File: config.mk
export PLATFORM = sky130hd
export DESIGN_NAME = ful_skid
export DESIGN_NICKNAME = d
export VERILOG_FILES = /design/src/hw/rtl/ful_pkg.sv /design/src/hw/rtl/ful_skid.sv
export SDC_FILE = /design/constraint.sdc
export NUM_CORES = 1
export LEC_CHECK = 0
export BUFFER_PORTS_ARGS = -buffer_cell sky130_fd_sc_hd__buf_2
export CORE_MARGIN = 3
export CORE_UTILIZATION = 40
export CTS_CLUSTER_DIAMETER = 200
export CTS_CLUSTER_SIZE = 16
export DETAILED_ROUTE_END_ITERATION = 16
export GPL_TIMING_DRIVEN = 0
export PLACE_DENSITY_LB_ADDON = 0.3
export REMOVE_ABC_BUFFERS = 1
export SLEW_MARGIN = 5
export SYNTH_ARGS = -nofsm -noshare
export SYNTH_HDL_FRONTEND = slang
export SYNTH_SLANG_ARGS = --single-unit
File: constraint.sdc
create_clock -name aclk -period 38.4 [get_ports aclk]
set_clock_uncertainty 0.1 [all_clocks]
set_input_delay 1.92 -clock aclk [delete_from_list [all_inputs] [get_ports aclk]]
set_output_delay 1.92 -clock aclk [all_outputs]
set_load 0.02 [all_outputs]
File: src/hw/rtl/ful_pkg.sv
// Shared types and constants for the Frenet unicycle linearizer.
package ful_pkg;

    localparam int ANG_W  = 34;
    localparam int TRIG_W = 20;
    localparam int ATAN_LEN = 24;

    localparam logic signed [ANG_W-1:0] PI_Q30      = 34'sd3373259426;
    localparam logic signed [ANG_W-1:0] HALF_PI_Q30 = 34'sd1686629713;
    localparam logic signed [ANG_W-1:0] GAIN_Q30    = 34'sd652032874;

    localparam logic [15:0] TIME_STEP_RESET = 16'd3277;

    localparam logic [31:0] ATAN_Q30 [0:ATAN_LEN-1] = '{
        32'h3243F6A8, 32'h1DAC6705, 32'h0FADBAFC, 32'h07F56EA6,
        32'h03FEAB76, 32'h01FFD55B, 32'h00FFFAAA, 32'h007FFF55,
        32'h003FFFEA, 32'h001FFFFD, 32'h000FFFFF, 32'h0007FFFF,
        32'h0003FFFF, 32'h0001FFFF, 32'h0000FFFF, 32'h00007FFF,
        32'h00003FFF, 32'h00001FFF, 32'h00000FFF, 32'h000007FF,
        32'h000003FF, 32'h000001FF, 32'h000000FF, 32'h0000007F
    };

    // Input word, first field in the highest bits.
    typedef struct packed {
        logic signed [15:0] path_turn;
        logic signed [15:0] speed;
        logic signed [15:0] heading_error;
    } ful_side_t;

    // Result word, first field in the highest bits.
    typedef struct packed {
        logic signed [15:0] resid_theta;
        logic signed [31:0] resid_ey;
        logic signed [31:0] resid_s;
        logic signed [31:0] b_ey_speed;
        logic signed [31:0] b_s_speed;
        logic signed [31:0] a_ey_theta;
        logic signed [31:0] a_s_theta;
    } ful_result_t;

endpackage

File: src/hw/rtl/ful_skid.sv
// Output register with a skid stage so that upstream ready comes from a register.
module ful_skid (
    input  logic                  aclk,
    input  logic                  aresetn,
    input  logic                  in_valid,
    output logic                  in_ready,
    input  ful_pkg::ful_result_t  in_data,
    output logic                  out_valid,
    input  logic                  out_ready,
    output ful_pkg::ful_result_t  out_data
);
    import ful_pkg::*;

    logic        out_valid_reg;
    logic        skid_valid_reg;
    ful_result_t out_data_reg;
    ful_result_t skid_data_reg;
    logic        in_fire;
    logic        out_load;

    assign in_ready = !skid_valid_reg;
    assign in_fire  = in_valid && !skid_valid_reg;
    assign out_load = !out_valid_reg || out_ready;

    always_ff @(posedge aclk) begin
        if (!aresetn) begin
            out_valid_reg  <= 1'b0;
            skid_valid_reg <= 1'b0;
        end else if (out_load) begin
            if (skid_valid_reg) begin
                out_valid_reg  <= 1'b1;
                skid_valid_reg <= 1'b0;
            end else begin
                out_valid_reg <= in_fire;
            end
        end else if (in_fire) begin
            skid_valid_reg <= 1'b1;
        end
    end

    always_ff @(posedge aclk) begin
        if (out_load) begin
            out_data_reg <= skid_valid_reg ? skid_data_reg : in_data;
        end else if (in_fire) begin
            skid_data_reg <= in_data;
        end
    end

    assign out_valid = out_valid_reg;
    assign out_data  = out_data_reg;

endmodule

==> results.rst <==
.. list-table::
   :header-rows: 1

   * - Metric
     - Value
   * - Status
     - completed
   * - Critical-path maximum fanout
     - between 50 and 60
   * - Layout Nets
     - about 1300
   * - Power density over the cells
     - 47.9 nW/µm²
   * - Horiz. Die Dim
     - approximately 200 µm
   * - DRC viols
     - 0
   * - Category of the worst setup path capture point
     - register
   * - Number of fill cells in the layout
     - about 3000
   * - Cell types with the largest area share after synthesis
     - sky130_fd_sc_hd__edfxtp_1, sky130_fd_sc_hd__mux2_2, sky130_fd_sc_hd__buf_6, sky130_fd_sc_hd__buf_4, sky130_fd_sc_hd__dfxtp_1
   * - RSZ-0062 raised after global routing
     - no
   * - Clock transition at the register clock pins on the worst setup and hold paths after CTS
     - 0.07 ns
   * - Class of the tightest hold or removal check
     - reg -> reg
   * - Post-Synthesis Mean Instance Area
     - approximately 23 µm²
   * - Post-route fraction of the period consumed by the critical path
     - 12.7%
   * - Final-report max-slew violation count
     - 0
   * - Placeable core area
     - ~37000 µm²
   * - Cell type with the largest total area after synthesis
     - sky130_fd_sc_hd__edfxtp_1
   * - Number of buffers inserted to repair setup after CTS
     - 0
   * - Number of vias per cell after detailed routing
     - approximately 4.7
   * - Number of different library cells in the post-synthesis netlist
     - 11
   * - Synth Warn #
     - 0
   * - Port buffer count
     - between 400 and 500
   * - Vias in the first global route
     - 8205
   * - Cell area after synthesis
     - between 15000 and 20000 µm²
   * - H-tree levels
     - 1
   * - Count of nets left with antenna violations after detail routing
     - 0
   * - Number of hold violations in the final report
     - 0
   * - Clk_lat worst skew
     - between 0.5 and 0.6 ns
   * - Number of standard cells in the layout, taps in and fillers out
     - approximately 1600
   * - Router iterations before antenna repair
     - 4
   * - Worst endpoint required time
     - between 30 and 40 ns
   * - Number of antenna violations at the first check in global routing
     - 7
   * - Global-route usage over all layers
     - around 15%
   * - Via count
     - 7705
   * - Post-DR wirelength/cell
     - slightly below 20 µm
   * - Fraction of synthesized cell area taken by the top area cell type
     - between 80% and 90%
   * - Setup TNS
     - 0 ns
   * - Actual transition at the worst max-transition pin
     - roughly 0.82 ns
   * - Worst endpoint data arrival time
     - 5.06 ns
   * - Relative max-transition margin
     - roughly 45%
   * - Starting density of the core
     - between 40 and 50%
   * - Layout area overhead
     - 25.1%
   * - Overall die height
     - between 200 and 250 µm
   * - Sequential cell area fraction in the yosys report
     - approximately 83%
   * - Layout cell share with drive strength beyond 1
     - about three fifths
   * - Count of mapped cells out of synthesis
     - between 600 and 700
   * - Largest vdd supply drop
     - 0.0342 mV
   * - Leftover overflow at the end of global routing
     - 0
   * - DRC violation total after the first TritonRoute iteration
     - 340
   * - Highest Clock Rate
     - ~200 MHz
   * - Die Footprint
     - 40200 µm²
   * - Worst hold-check slack
     - approximately 0.43 ns
   * - Resized cells post-CTS
     - 0
   * - Final weighted congestion in routability-driven placement
     - roughly 0.74
   * - Sum of net half-perimeters after detailed placement
     - 22500 µm
   * - Count of max-cap constraint violations
     - 0
   * - CTS Hold Buffers Added
     - 0
   * - FF+latch count, synth
     - around 420
   * - Number of clock sinks
     - 418
   * - Wire length of the first global-routing pass
     - between 40000 and 50000 µm
   * - Floorplan row count
     - 70
   * - Final count of negative-setup-slack endpoints
     - 0
   * - Total instance count after detailed placement
     - 1585
   * - CTS tree
     - yes
   * - CTS root buffer
     - sky130_fd_sc_hd__clkbuf_16
   * - Total Routed Length
     - ~32000 µm
   * - Total CTS buffers
     - 30
   * - Type of the setup path with the least slack
     - in -> reg
   * - Max Buffers Root-to-Sink
     - 3
   * - Total leakage power
     - ~7 nW
   * - Maximum number of pins on one net before global-route repair
     - 61
   * - # IOs
     - 422
   * - Kind of launch point of the worst setup path
     - input pin
   * - Post-layout minimum cycle time
     - about 5 ns
[cells in the final DEF, fill, tap and decap left out]
| master | Yosys | routed |
|---|---|---|
| sky130_fd_sc_hd__inv_12 | 0 | 1 |
| sky130_fd_sc_hd__dfxtp_1 | 2 | 1 |
| sky130_fd_sc_hd__buf_4 | 11 | 9 |
| sky130_fd_sc_hd__diode_2 | 0 | 6 |
| sky130_fd_sc_hd__a21boi_0 | 1 | 1 |
| sky130_fd_sc_hd__edfxtp_1 | 416 | 416 |
| sky130_fd_sc_hd__mux2_2 | 208 | 208 |
| sky130_fd_sc_hd__dfxtp_4 | 0 | 1 |
| sky130_fd_sc_hd__clkbuf_1 | 0 | 12 |
| sky130_fd_sc_hd__buf_16 | 0 | 6 |
| sky130_fd_sc_hd__clkbuf_16 | 0 | 31 |
| sky130_fd_sc_hd__nor3b_2 | 0 | 1 |
| sky130_fd_sc_hd__nor3b_1 | 2 | 1 |
| sky130_fd_sc_hd__nor2_1 | 1 | 1 |
| sky130_fd_sc_hd__buf_6 | 10 | 11 |
| sky130_fd_sc_hd__inv_1 | 1 | 1 |
| sky130_fd_sc_hd__nand2b_4 | 0 | 1 |
| sky130_fd_sc_hd__buf_8 | 0 | 2 |
| sky130_fd_sc_hd__buf_2 | 2 | 421 |
[per-layer routing]
metal  wire length (µm)  track usage, %  up-vias
met5                 13               0        -
met4               1080            4.82        2
met3               2820            5.66       54
met2              15200            25.3      277
met1              12500            19.3     3814
li1                   -               -     3558
[final cells by class]
class | count | area, µm² | area share (%)
Sequential cell | 418 | 12500 | 66.3
Timing Repair Buffer | 449 | 2490 | 13.2
Multi-Input combinational cell | 213 | 2390 | 12.6
Tap cell | 504 | 631 | 3.34
Antenna cell | 6 | 15.0 | 0.0794
Clock buffer | 43 | 821 | 4.34
Inverter | 1 | 3.75 | 0.0199
Clock inverter | 1 | 16.3 | 0.0860
[worst paths after layout]
check	cells past startpoint	from	end	slack [ns]
max	11	out_ready	skid_data_reg[60]	33.52
min	1	skid_data_reg[50]	out_data[50]	0.43
max reg2reg	10	out_valid	skid_data_reg[60]	34.65
min reg2reg	1	skid_data_reg[50]	out_data[50]	0.43
[cells by family after synthesis]
family                 after synthesis  share of synthesized area (%)
buffers and inverters               24                           1.38
DFF                                418                           82.9
AOI/OAI and AO/OA                    1                         0.0497
muxes                              208                           15.5
and+or+nand+nor                      4                          0.166
[worst max-delay path, cell delays in order]
cell and delay [ns]:
sky130_fd_sc_hd__buf_2 0.10, sky130_fd_sc_hd__nand2b_4 0.42, sky130_fd_sc_hd__buf_16 0.37, sky130_fd_sc_hd__nor3b_2 0.73
sky130_fd_sc_hd__buf_4 0.34, sky130_fd_sc_hd__buf_4 0.24, sky130_fd_sc_hd__buf_6 0.19, sky130_fd_sc_hd__buf_8 0.16
sky130_fd_sc_hd__buf_6 0.16, sky130_fd_sc_hd__buf_4 0.21, sky130_fd_sc_hd__buf_6 0.16
[cells in the mapped netlist (all sizes together)]
cell type	number
dfxtp	2
buf	23
nor3b	2
inv	1
nand2b	1
a21boi	1
mux2	208
nor2	1
edfxtp	416
[through the flow]
stage	cell area [µm²]	power (mW)	util [%]	worst slack (ns)
CTS	18900	0.918	51.1	33.47
global placement	17600	0.637	47.7	-26.45
finish	18900	0.905	51.1	33.52
floorplan	14900	0.593	-	10.23
detailed placement	18100	0.625	48.8	32.85
global route	18900	0.942	51.1	33.26
[report_power, final]
group | total [mW] | switching, mW | internal, mW
Sequential | 0.533 | 0.00561 | 0.527
Combinational | 0.0806 | 0.0486 | 0.0320
Clock | 0.292 | 0.144 | 0.147
Total | 0.905 | 0.199 | 0.707
Note: power is estimated with default switching activity, not from simulation.
